<file path="src/rtl/core/leb_pkg.sv">
`timescale 1ns / 1ps
// ----------------------------------------------------------------------------
// Line edit buffer package
// Shared types, key codes and limits of the line edit buffer.
// ----------------------------------------------------------------------------
package leb_pkg;

  localparam int unsigned LINE_CAP_DEF   = 64;
  localparam logic [6:0]  MAX_LENGTH_RST = 7'd64;

  // operation codes
  localparam logic [1:0] OP_KEY     = 2'd0;
  localparam logic [1:0] OP_PRELOAD = 2'd1;
  localparam logic [1:0] OP_START   = 2'd2;

  // special key codes
  localparam logic [2:0] SK_NONE  = 3'd0;
  localparam logic [2:0] SK_ENTER = 3'd1;
  localparam logic [2:0] SK_LEFT  = 3'd2;
  localparam logic [2:0] SK_RIGHT = 3'd3;
  localparam logic [2:0] SK_HOME  = 3'd4;
  localparam logic [2:0] SK_END   = 3'd5;
  localparam logic [2:0] SK_BACK  = 3'd6;
  localparam logic [2:0] SK_OTHER = 3'd7;

  // character codes
  localparam logic [7:0] KC_CTRL_A = 8'h01;
  localparam logic [7:0] KC_CTRL_B = 8'h02;
  localparam logic [7:0] KC_CTRL_D = 8'h04;
  localparam logic [7:0] KC_CTRL_E = 8'h05;
  localparam logic [7:0] KC_CTRL_F = 8'h06;
  localparam logic [7:0] KC_BEL    = 8'h07;
  localparam logic [7:0] KC_BS     = 8'h08;
  localparam logic [7:0] KC_LF     = 8'h0A;
  localparam logic [7:0] KC_CTRL_K = 8'h0B;
  localparam logic [7:0] KC_CR     = 8'h0D;
  localparam logic [7:0] KC_CTRL_U = 8'h15;
  localparam logic [7:0] KC_ESC    = 8'h1B;
  localparam logic [7:0] KC_SPACE  = 8'h20;
  localparam logic [7:0] KC_DEL    = 8'h7F;

  typedef enum logic [3:0] {
    ACT_NONE,
    ACT_ENTER,
    ACT_CANCEL,
    ACT_LEFT,
    ACT_RIGHT,
    ACT_HOME,
    ACT_END,
    ACT_BACK,
    ACT_DELFWD,
    ACT_KILL,
    ACT_CLEAR,
    ACT_INSERT
  } key_act_e;

  typedef struct packed {
    logic [1:0] operation;
    logic [7:0] key_code;
    logic [2:0] special_key;
  } in_word_t;

  typedef struct packed {
    logic [7:0] char_out;
    logic       char_valid;
    logic [5:0] position;
    logic       last;
    logic [6:0] line_length;
    logic [6:0] cursor;
    logic       done_res;
    logic       accepted;
  } out_word_t;

endpackage

</file>
<file path="src/rtl/core/leb_keymap.sv">
`timescale 1ns / 1ps
// ----------------------------------------------------------------------------
// Line edit buffer key map
// Maps a key code and special key to an editing action.
// ----------------------------------------------------------------------------
module leb_keymap (
  input  logic [7:0]         key_code_i,
  input  logic [2:0]         special_key_i,
  output leb_pkg::key_act_e  act_o
);

  leb_pkg::key_act_e code_act;

  always_comb begin
    unique case (key_code_i)
      leb_pkg::KC_LF, leb_pkg::KC_CR:     code_act = leb_pkg::ACT_ENTER;
      leb_pkg::KC_BEL, leb_pkg::KC_ESC:   code_act = leb_pkg::ACT_CANCEL;
      leb_pkg::KC_CTRL_B:                 code_act = leb_pkg::ACT_LEFT;
      leb_pkg::KC_CTRL_F:                 code_act = leb_pkg::ACT_RIGHT;
      leb_pkg::KC_CTRL_A:                 code_act = leb_pkg::ACT_HOME;
      leb_pkg::KC_CTRL_E:                 code_act = leb_pkg::ACT_END;
      leb_pkg::KC_DEL, leb_pkg::KC_BS:    code_act = leb_pkg::ACT_BACK;
      leb_pkg::KC_CTRL_D:                 code_act = leb_pkg::ACT_DELFWD;
      leb_pkg::KC_CTRL_K:                 code_act = leb_pkg::ACT_KILL;
      leb_pkg::KC_CTRL_U:                 code_act = leb_pkg::ACT_CLEAR;
      default: begin
        code_act = (key_code_i >= leb_pkg::KC_SPACE) ? leb_pkg::ACT_INSERT
                                                      : leb_pkg::ACT_NONE;
      end
    endcase
  end

  always_comb begin
    unique case (special_key_i)
      leb_pkg::SK_NONE:  act_o = code_act;
      leb_pkg::SK_ENTER: act_o = leb_pkg::ACT_ENTER;
      leb_pkg::SK_LEFT:  act_o = leb_pkg::ACT_LEFT;
      leb_pkg::SK_RIGHT: act_o = leb_pkg::ACT_RIGHT;
      leb_pkg::SK_HOME:  act_o = leb_pkg::ACT_HOME;
      leb_pkg::SK_END:   act_o = leb_pkg::ACT_END;
      leb_pkg::SK_BACK:  act_o = leb_pkg::ACT_BACK;
      leb_pkg::SK_OTHER: act_o = leb_pkg::ACT_NONE;
      default:           act_o = leb_pkg::ACT_NONE;
    endcase
  end

endmodule

</file>
<file path="src/rtl/core/line_edit_buffer.sv">
`timescale 1ns / 1ps
// ----------------------------------------------------------------------------
// Line edit buffer
// Keyboard line editor holding the line in a synchronous RAM; edits shift
// the stored characters one at a time, enter streams the line out.
// ----------------------------------------------------------------------------
//  channel  | signals                          | direction
//  ---------+----------------------------------+----------
//  in       | in_valid_i, in_stall_o, in_data_i | key / preload / start words
//  out      | out_valid_o, out_stall_i, out_data_o | status and line characters
//  cfg      | cfg_we_i, cfg_wdata_i            | max_length write
//
// Status-only words are accepted, then wait in status on output stalls.
// Backspace, ctrl-D and insert add a RAM read and a RAM write per character
// moved; insert adds a write of the new character. Enter on a non-empty line
// reads each character from the RAM, then outputs it. One RAM access per cycle.
// Reset: length, cursor, flags clear, max_length = 64; no RAM clearing pass.
// The output register lets the next word in while a result waits.
// ----------------------------------------------------------------------------
module line_edit_buffer #(
  parameter int unsigned LINE_CAP = leb_pkg::LINE_CAP_DEF
) (
  input  logic               clk_i,
  input  logic               rst_ni,
  input  logic               in_valid_i,
  output logic               in_stall_o,
  input  leb_pkg::in_word_t  in_data_i,
  output logic               out_valid_o,
  input  logic               out_stall_i,
  output leb_pkg::out_word_t out_data_o,
  input  logic               cfg_we_i,
  input  logic [6:0]         cfg_wdata_i
);

  localparam int unsigned AW   = (LINE_CAP > 1) ? $clog2(LINE_CAP) : 1;
  localparam logic [6:0]  CAP7 = 7'(LINE_CAP);

  typedef enum logic [2:0] {
    S_IDLE,
    S_SH_RD,
    S_SH_WR,
    S_PUT,
    S_STATUS,
    S_CH_RD,
    S_CH_OUT
  } state_e;

  state_e             state_q;
  logic [6:0]         max_length_q;
  logic [6:0]         len_q;
  logic [6:0]         cur_q;
  logic               fin_q;
  logic               acc_q;
  logic [6:0]         src_q;
  logic [6:0]         rem_q;
  logic               up_q;
  logic [6:0]         idx_q;
  logic [7:0]         code_q;
  logic [6:0]         put_q;
  logic               out_valid_q;
  leb_pkg::out_word_t out_q;

  logic [7:0]         line_mem [LINE_CAP];
  logic [7:0]         rd_data_q;

  logic               in_acc;
  logic               slot_free;
  logic               out_load;
  logic [6:0]         limit;
  logic [6:0]         sh_dst;
  leb_pkg::key_act_e  act;
  state_e             accept_state;

  logic               wr_en;
  logic [AW-1:0]      wr_addr;
  logic [7:0]         wr_data;
  logic               rd_en;
  logic [AW-1:0]      rd_addr;

  leb_keymap u_keymap (
    .key_code_i   (in_data_i.key_code),
    .special_key_i(in_data_i.special_key),
    .act_o        (act)
  );

  assign in_stall_o  = (state_q != S_IDLE);
  assign in_acc      = in_valid_i && !in_stall_o;
  assign slot_free   = !out_valid_q || !out_stall_i;
  assign out_load    = slot_free && ((state_q == S_STATUS) || (state_q == S_CH_OUT));
  assign limit       = (max_length_q < CAP7) ? max_length_q : CAP7;
  assign sh_dst      = up_q ? 7'(src_q + 7'd1) : 7'(src_q - 7'd1);
  assign out_valid_o = out_valid_q;
  assign out_data_o  = out_q;

  // state after an accepted word
  always_comb begin
    accept_state = S_STATUS;
    if ((in_data_i.operation == leb_pkg::OP_KEY) && !fin_q) begin
      unique case (act)
        leb_pkg::ACT_ENTER: begin
          if (len_q != '0) accept_state = S_CH_RD;
        end
        leb_pkg::ACT_BACK: begin
          if ((cur_q != '0) && (len_q != cur_q)) accept_state = S_SH_RD;
        end
        leb_pkg::ACT_DELFWD: begin
          if ((cur_q < len_q) && (7'(len_q - cur_q) != 7'd1)) accept_state = S_SH_RD;
        end
        leb_pkg::ACT_INSERT: begin
          if (len_q < limit) accept_state = (len_q != cur_q) ? S_SH_RD : S_PUT;
        end
        default: ;
      endcase
    end
  end

  // RAM ports
  always_comb begin
    wr_en   = 1'b0;
    wr_addr = '0;
    wr_data = '0;
    rd_en   = 1'b0;
    rd_addr = '0;
    unique case (state_q)
      S_IDLE: begin
        wr_en   = in_acc && (in_data_i.operation == leb_pkg::OP_PRELOAD) && !fin_q &&
                  (len_q < limit);
        wr_addr = len_q[AW-1:0];
        wr_data = in_data_i.key_code;
      end
      S_SH_RD: begin
        rd_en   = 1'b1;
        rd_addr = src_q[AW-1:0];
      end
      S_SH_WR: begin
        wr_en   = 1'b1;
        wr_addr = sh_dst[AW-1:0];
        wr_data = rd_data_q;
      end
      S_PUT: begin
        wr_en   = 1'b1;
        wr_addr = put_q[AW-1:0];
        wr_data = code_q;
      end
      S_CH_RD: begin
        rd_en   = 1'b1;
        rd_addr = idx_q[AW-1:0];
      end
      default: ;
    endcase
  end

  always_ff @(posedge clk_i) begin
    if (wr_en) begin
      line_mem[wr_addr] <= wr_data;
    end
    if (rd_en) begin
      rd_data_q <= line_mem[rd_addr];
    end
  end

  always_ff @(posedge clk_i or negedge rst_ni) begin
    if (!rst_ni) begin
      max_length_q <= leb_pkg::MAX_LENGTH_RST;
    end else if (cfg_we_i) begin
      max_length_q <= cfg_wdata_i;
    end
  end

  always_ff @(posedge clk_i or negedge rst_ni) begin
    if (!rst_ni) begin
      state_q     <= S_IDLE;
      len_q       <= '0;
      cur_q       <= '0;
      fin_q       <= 1'b0;
      acc_q       <= 1'b0;
      src_q       <= '0;
      rem_q       <= '0;
      up_q        <= 1'b0;
      idx_q       <= '0;
      code_q      <= '0;
      put_q       <= '0;
      out_valid_q <= 1'b0;
      out_q       <= '0;
    end else begin
      if (out_load) begin
        out_valid_q <= 1'b1;
      end else if (!out_stall_i) begin
        out_valid_q <= 1'b0;
      end
      unique case (state_q)
        S_IDLE: begin
          if (in_acc) begin
            state_q <= accept_state;
            code_q  <= in_data_i.key_code;
            put_q   <= cur_q;
            priority if (in_data_i.operation == leb_pkg::OP_START) begin
              len_q <= '0;
              cur_q <= '0;
              fin_q <= 1'b0;
              acc_q <= 1'b0;
            end else if (in_data_i.operation == leb_pkg::OP_PRELOAD) begin
              if (!fin_q && (len_q < limit)) begin
                len_q <= 7'(len_q + 7'd1);
                cur_q <= 7'(len_q + 7'd1);
              end
            end else if ((in_data_i.operation == leb_pkg::OP_KEY) && !fin_q) begin
              unique case (act)
                leb_pkg::ACT_ENTER: begin
                  fin_q <= 1'b1;
                  acc_q <= 1'b1;
                  idx_q <= '0;
                end
                leb_pkg::ACT_CANCEL: begin
                  fin_q <= 1'b1;
                  acc_q <= 1'b0;
                end
                leb_pkg::ACT_LEFT: begin
                  if (cur_q != '0) cur_q <= 7'(cur_q - 7'd1);
                end
                leb_pkg::ACT_RIGHT: begin
                  if (cur_q < len_q) cur_q <= 7'(cur_q + 7'd1);
                end
                leb_pkg::ACT_HOME: cur_q <= '0;
                leb_pkg::ACT_END:  cur_q <= len_q;
                leb_pkg::ACT_BACK: begin
                  if (cur_q != '0) begin
                    len_q <= 7'(len_q - 7'd1);
                    cur_q <= 7'(cur_q - 7'd1);
                    src_q <= cur_q;
                    rem_q <= 7'(len_q - cur_q);
                    up_q  <= 1'b0;
                  end
                end
                leb_pkg::ACT_DELFWD: begin
                  if (cur_q < len_q) begin
                    len_q <= 7'(len_q - 7'd1);
                    src_q <= 7'(cur_q + 7'd1);
                    rem_q <= 7'(len_q - cur_q - 7'd1);
                    up_q  <= 1'b0;
                  end
                end
                leb_pkg::ACT_KILL: begin
                  if (cur_q < len_q) len_q <= cur_q;
                end
                leb_pkg::ACT_CLEAR: begin
                  if (cur_q != '0) begin
                    len_q <= '0;
                    cur_q <= '0;
                  end
                end
                leb_pkg::ACT_INSERT: begin
                  if (len_q < limit) begin
                    len_q <= 7'(len_q + 7'd1);
                    cur_q <= 7'(cur_q + 7'd1);
                    src_q <= 7'(len_q - 7'd1);
                    rem_q <= 7'(len_q - cur_q);
                    up_q  <= 1'b1;
                  end
                end
                default: ;
              endcase
            end else begin
            end
          end
        end
        S_SH_RD: state_q <= S_SH_WR;
        S_SH_WR: begin
          rem_q <= 7'(rem_q - 7'd1);
          src_q <= up_q ? 7'(src_q - 7'd1) : 7'(src_q + 7'd1);
          if (rem_q == 7'd1) begin
            state_q <= up_q ? S_PUT : S_STATUS;
          end else begin
            state_q <= S_SH_RD;
          end
        end
        S_PUT: state_q <= S_STATUS;
        S_STATUS: begin
          if (slot_free) begin
            out_q <= '{char_out: 8'd0, char_valid: 1'b0, position: 6'd0, last: 1'b1,
                       line_length: len_q, cursor: cur_q, done_res: fin_q,
                       accepted: acc_q};
            state_q <= S_IDLE;
          end
        end
        S_CH_RD: state_q <= S_CH_OUT;
        S_CH_OUT: begin
          if (slot_free) begin
            out_q <= '{char_out: rd_data_q, char_valid: 1'b1, position: idx_q[5:0],
                       last: (7'(idx_q + 7'd1) == len_q),
                       line_length: len_q, cursor: cur_q, done_res: fin_q,
                       accepted: acc_q};
            idx_q <= 7'(idx_q + 7'd1);
            state_q <= (7'(idx_q + 7'd1) == len_q) ? S_IDLE : S_CH_RD;
          end
        end
        default: state_q <= S_IDLE;
      endcase
    end
  end

`ifndef SYNTHESIS
  a_cur_le_len: assert property (@(posedge clk_i) disable iff (!rst_ni)
    cur_q <= len_q) else $error("cursor beyond line length");

  a_len_le_cap: assert property (@(posedge clk_i) disable iff (!rst_ni)
    len_q <= CAP7) else $error("line length beyond capacity");

  a_fin_holds: assert property (@(posedge clk_i) disable iff (!rst_ni)
    (in_acc && (in_data_i.operation != leb_pkg::OP_START) && fin_q) |=>
      ($stable(len_q) && $stable(cur_q) && fin_q))
    else $error("finished line changed by a key or preload");

  a_ram_no_clash: assert property (@(posedge clk_i) disable iff (!rst_ni)
    !(wr_en && rd_en)) else $error("RAM read and write in one cycle");
`endif

endmodule
</file>
<file path="config.mk">
export PLATFORM = sky130hd
export DESIGN_NAME = line_edit_buffer
export DESIGN_NICKNAME = d
export VERILOG_FILES = /design/src/rtl/core/leb_pkg.sv /design/src/rtl/core/leb_keymap.sv /design/src/rtl/core/line_edit_buffer.sv
export SDC_FILE = /design/constraint.sdc
export NUM_CORES = 1
export LEC_CHECK = 0
export ABC_AREA = 1
export BUFFER_PORTS_ARGS = -buffer_cell sky130_fd_sc_hd__buf_2
export CORE_MARGIN = 10
export CORE_UTILIZATION = 57
export CTS_CLUSTER_SIZE = 40
export DETAILED_ROUTE_END_ITERATION = 7
export PLACE_DENSITY = 0.83
export SLEW_MARGIN = 40
export SYNTH_ARGS = -nofsm -noshare
export SYNTH_HDL_FRONTEND = slang
export SYNTH_HIERARCHICAL = 1
export SYNTH_SLANG_ARGS = --single-unit
</file>
<file path="constraint.sdc">
create_clock -name clk_i -period 3.25 [get_ports clk_i]
set_input_delay 0.1625 -clock clk_i [delete_from_list [all_inputs] [get_ports clk_i]]
set_output_delay 0.1625 -clock clk_i [all_outputs]
set_load 0.01 [all_outputs]
</file>
# Word level (Yosys, flattened, before mapping)
# Memories as Yosys holds them, arrays and structs flattened. A register that Yosys moved wholly into a read port is not among the register bits.
# Index checks and enable logic that the tools add are counted.
# word_totals
regBits,95
ramBits,512
output_inout_bits,34
elab_cells,238
memories,1
# classes
addsub,10
n_lt_le_gt_ge,4
eq_ne,67
mux,85
bitwise_logic,2
reduce_logical,48
# memory_table
name,depth,word_bits,read_ports,rd_clocked_by_memory_dff,write_ports,line,source
line_mem,64,8,1,1,1,line_edit_buffer.sv:63,logic [7:0] line_mem [LINE_CAP];
# op_table
operator,n
$mux W7,36
$mux W32,2
$pmux W32 S2,1
$pmux W7 S2,3
$pmux W7 S3,2
$pmux W7 S6,1
$pmux W4 S10,1
$pmux W7 S5,1
$sub A7 B1 Y7 const B,5
$eq A8 B3 Y1 const B,4
$eq A8 B4 Y1 const B,4
$pmux W4 S8,1
$mux W3,10
$add A7 B1 Y7 const B,4
$reduce_and A9 Y1,3
$ne A4 B4 Y1 const B,6
$pmux W8 S3,1
$eq A3 B3 Y1 const B,7
$pmux W3 S7,1
$reduce_bool A7 Y1,3
$ne A2 B2 Y1 const B,9
$pmux W6 S3,1
$eq A4 B3 Y1 const B,4
$eq A4 B4 Y1 const B,4
other kinds (45),102

# Longest topological paths before layout
# logic_depth
word_depth,11
mapped_depth,24
ltp_nobuf,24

# Cells and area by module
# Netlist, hierarchy kept.
# modules_own_cells
mod,n_inst,cells_each,area_per_inst_um2
line_edit_buffer,1,2773,28068.2
leb_keymap,1,80,366.6

# Worst setup path after synthesis
# No wires, ideal clock.
# synth_path
path_kind,register to register
from,reg state_q[2]
to,mem line_mem[0][0] (data pin)
arrival_time_ns,3.072
required_time_ns,2.682
setup_slack_ns,-0.389
path_stages_with_launch,7
path_buffers,1
path_cell_list,dfrtp_1 -> nor2_1 -> inv_2 -> nor2_2 -> clkinv_1 -> clkbuf_1 -> o221ai_1
# synth_via
elab_chain_len,2
# synth_lines
element,line,source
"start, declared",line_edit_buffer.sv:48,state_e state_q;
"start signal, assigned",line_edit_buffer.sv:194,state_q <= accept_state;
"start signal, assigned",line_edit_buffer.sv:272,state_q <= up_q ? S_PUT : S_STATUS;
"start signal, assigned",line_edit_buffer.sv:294,state_q <= (7'(idx_q + 7'd1) == len_q) ? S_IDLE : S_CH_RD;
$eq A3 B2 Y1 or $logic_not A3 Y1 (tied branches),line_edit_buffer.sv:124,unique case (state_q)
$pmux W8 S3 *,line_edit_buffer.sv:124,
net wr_data[0],line_edit_buffer.sv:76,logic [7:0] wr_data;
"end, declared",line_edit_buffer.sv:63,
# Mark *: on every way through the listed nets, which the timed path passes. The rest lies on a longest branch.

# Worst setup path in the final report
# layout_path
from,reg max_length_q[6]
to,"mem line_mem[27][6], enable pin"
# layout_via
elab_chain_len,7
# layout_lines
element,line,source
"start, declared",line_edit_buffer.sv:49,logic [6:0] max_length_q;
"start signal, assigned",line_edit_buffer.sv:164,max_length_q <= leb_pkg::MAX_LENGTH_RST;
"start signal, assigned",line_edit_buffer.sv:166,max_length_q <= cfg_wdata_i;
$lt A7 B7 Y1,line_edit_buffer.sv:90,assign limit = (max_length_q < CAP7) ? max_length_q : CAP7;
$mux W7 *,line_edit_buffer.sv:90,
$lt A7 B7 Y1 *,line_edit_buffer.sv:127,(len_q < limit);
$logic_and A1 B1 Y1 *,line_edit_buffer.sv:126,wr_en = in_acc && (in_data_i.operation == leb_pkg::OP_PRELOAD) && !fin_q &&
$pmux W1 S2 *,line_edit_buffer.sv:124,
$mux W1 *,line_edit_buffer.sv:154,if (wr_en) begin
$mux W1 (implied by the code) *,line_edit_buffer.sv:155,line_mem[wr_addr] <= wr_data;
# Mark *: on every way between the ends. The rest lies on a longest branch, timed or not.

==> summary.md <==
| Metric | Value |
|---|---|
| Sequential element share of the synthesized area | `a little over three fifths` |
| Most used DFF post-synth | `edfxtp_1` |
| CTS clk-pin slew, worst paths | `0.06 ns` |
| Fin worst setup slack | `approximately 0.11 ns` |
| First-pass DRT Iterations | `6` |
| Placed Cells incl. Taps | `roughly 3600` |
| GRT Util Overall | `roughly a quarter` |
| Die Wd | `around 240 um` |
| Kind of cell adding the most delay to the critical path | `simple AND/OR/NAND/NOR gates` |
| Max-cap violations | `0` |
| Status | `complete, no violations` |
| Worst setup path class | `reg2reg` |
| Final ANT Viol Nets | `0` |
| Post-Syn Nets | `2907` |
| Crit-path max FO | `8` |
| Largest area contributor in the netlist | `edfxtp_1` |
| Post-synthesis register bit count | `slightly above 600` |
| Met1 WL | `29100 um` |
| Core Area | `49200 um2` |
| Bufs on Longest Clock Path | `3` |
| Starting DRT DRC Count | `3407` |
| Fin util | `between 60% and 70%` |
| DRC viols | `0` |
| Async S/R FF share, synth | `roughly 15%` |
| Worst slew pin tran | `about 0.80 ns` |
| # setup viols final | `0` |
| Worst Setup End Kind | `flip-flop` |
| Design Power | `25300 uW` |
| CTS tree | `yes` |
| Clk_lat worst skew | `~0.65 ns` |
| Rows | `81` |
| # H-tree levels | `2` |
| Clock skew | `0.0166 ns` |
| Maximum vdd drop | `approximately 0.84 mV` |
| Synth Area in Compound Gates | `7.55%` |
| Largest family of logic cells by synthesized area | `simple AND/OR/NAND/NOR gates` |
| WL final | `78900 um` |
| Die area | `59200 um2` |
| Yosys warning count | `6` |
| Total congestion overflow | `0` |
| Die Ht | `around 240 um` |
| Most common cell in the netlist | `nand2_1` |
| Post-synth top area share | `54.9%` |
| Post-Synth XOR/XNOR Area | `around 1.1%` |
| Largest net degree at the start of global routing | `about 140` |
| PwrDens | `~770 nW/um2` |
| CTS Sinks | `614` |
| DR vias | `22400` |
| Count of final hold-check violations | `0` |
| Initial antenna violation count | `0` |
| Routability congestion estimate | `0.986` |
| Share of layout cells above drive strength 1 | `between 10% and 20%` |
| First-pass GRT wire length | `about 120000 um` |
| Root buffer cell | `clkbuf_16` |
| Crit-path cells | `clkinvlp_4, ha_1, a21oi_1, o21a_1, nand2_1, inv_1, nand2_1, o22ai_4, nand4_1, buf_12, nor2_1, buf_4` |
| HP Class | `in2async` |
| Leakage power | `0.0132 uW` |
| Post-synth EDFFs | `520` |
| Most used cell, CP | `nand2_1` |
| FMAX | `~0.32 GHz` |
| DR top layer | `met4` |
| Post-synthesis area per instance | `~10 um2` |
| Met3 WL | `8840 um` |
| Worst Path Required | `3.61 ns` |
| Cts bufs inserted | `60` |
| Fin cells | `3718` |
| Post-layout nets | `between 3000 and 4000` |
| Synth top cells by count | `nand2_1 (881), edfxtp_1 (520), nand3_1 (304)` |
| Slew margin rel. | `46.3%` |
| Starting density of the core | `57.8%` |
| Tmin final | `3.14 ns` |
| Synthesized area | `28400 um2` |
| CP max stage delay | `roughly 0.55 ns` |
| Mux share of post-synthesis cell area | `0.238%` |
| Syn Inst Count | `2853` |
| Vias in the first global route | `~22000` |
| Slowest cell on crit path | `dfstp_2` |
| Leading post-synthesis cells by cell area | `edfxtp_1 (55%), nand2_1 (12%), dfrtp_1 (8.2%)` |
| Final critical-path share of the clock period | `around 97%` |
| RSZ-0062 raised after global routing | `false` |
| Synth unique cells | `between 40 and 50` |
| Port-buffer cells | `58` |
| WP data arrival | `~3.5 ns` |
| Area grow syn2layout | `15.4%` |
| Vias/cell | `about 6` |
| Post-synthesis adder-cell area fraction | `1.30%` |
| Crit start category | `flip-flop` |
| HPWL after DPL | `49000 um` |
| Multi-input gate area | `about 9000 um2` |
| CP Buf/Inv Count | `4` |
| Dpl ws | `-0.0212 ns` |
| Metal2 WL | `roughly 37000 um` |
| Slew Viols, Final | `0` |
| Register area | `between 15000 and 20000 um2` |
| Setup TNS | `0 ns` |
| Post-synthesis simple-gate area fraction | `around a fifth` |
| IO Count | `59` |
| Routed len/inst | `around 21 um` |
| Fill count | `3437` |
metrics by stage:
| stage | hold WS (ns) | area [um2] |
|---|---|---|
| floorplan | -0.133 | 28400 |
| global placement | 0.309 | 30400 |
| detailed placement | 0.313 | 30400 |
| CTS | 0.157 | 32800 |
| global route | 0.138 | 32800 |
| finish | 0.0858 | 32800 |
where the power goes:
| group | total, uW | switching (uW) | leakage (uW) | internal (uW) |
|---|---|---|---|---|
| sequential | 10400 | 427 | 0.00594 | 10000 |
| combinational | 7450 | 5330 | 0.00622 | 2110 |
| clock | 7440 | 3080 | 0.00101 | 4350 |
| total | 25300 | 8840 | 0.0132 | 16500 |
placed cells by master (no fill, tap or decap), types with 15 or more instances in the layout:
cell           synthesis  layout
nand2_1              881     881
edfxtp_1             520     520
nand3_1              304     304
inv_1                273     271
nor2_1               153     149
o211ai_1             131     131
o21ai_0              119     119
buf_4                  2     118
dfrtp_1               93      93
clkbuf_16              0      60
buf_2                 72      58
a21oi_1               31      29
ha_1                  28      28
xor2_1                26      26
dlygate4sd3_1          0      26
clkinv_1               8      22
nand4_1               22      22
nand3b_1              16      16
o22ai_1               19      16
buf_12                 0      16
inv_2                 14      15
path summary, 6_finish.rpt:
path                            slack [ns]  depth (start not counted)                        start                          to
min in group clk_i                    0.18                          5                in_data_i[12]        cur_q[0]$_DFFE_PN0P_
max in group asynchronous             2.48                          3                       rst_ni   out_data_o[4]$_DFFE_PN0P_
worst max register to register        0.11                         12  max_length_q[6]$_DFFE_PN1P_   line_mem[27][6]$_DFFE_PP_
worst min register to register        0.47                          2   out_data_o[23]$_DFFE_PN0P_  out_data_o[23]$_DFFE_PN0P_
worst min-delay path                  0.09                          2                       rst_ni        cur_q[2]$_DFFE_PN0P_
worst max-delay path                  0.11                         12  max_length_q[6]$_DFFE_PN1P_   line_mem[27][6]$_DFFE_PP_
worst register-to-register path, stage by stage (launching register included):
cell,delay (ns)
dfstp_2,0.55
clkinvlp_4,0.14
ha_1,0.36
a21oi_1,0.15
o21a_1,0.13
nand2_1,0.14
inv_1,0.11
nand2_1,0.12
o22ai_4,0.27
nand4_1,0.22
buf_12,0.20
nor2_1,0.24
buf_4,0.23
flip-flops by register name, summed over array words and instances, names as in the netlist, 6 cells and up:
signal / count
put_q: 6
idx_q: 7
src_q: 6
rem_q: 7
rd_data_q: 8
code_q: 8
len_q: 7
out_data_o: 32
max_length_q: 7
line_mem: 512
cur_q: 7
per-layer routing:
layer,GRT usage [%],vias up
met2,42.1,1527
met3,5.55,297
met1,33.2,10600
met5,0,-
met4,12.6,0
li1,-,10000
cell type report:
class / instances / area share (%)
Clock buffer: 64 / 4.62
Clock inverter: 49 / 1.85
Tap cell: 664 / 2.53
Inverter: 295 / 3.39
Antenna cell: 1 / 0.00763
Timing Repair Buffer: 219 / 5.39
Sequential cell: 614 / 54.8
Multi-Input combinational cell: 1812 / 27.4
what timing repair did:
item                                    CTS  global route
endpoints found under the setup margin   10            57
hold endpoints to repair                 82             0
pin swaps                                 0             1
buffers inserted                          0             0
resized for setup                         1             8
hold buffers                             26             0
kinds of logic (layout without fill, tap and decap cells):
kind of cell             after synthesis  count (layout)
AO/OA/AOI/OAI                        335             335
XOR/XNOR                              34              34
adder cells (fa/ha/maj)               29              29
buffers and inverters                427             627
flip-flops                           614             614
multiplexers                           6               6
other                                  0               1
AND/OR/NAND/NOR                     1408            1408
Note: power is estimated with default switching activity, not from simulation.
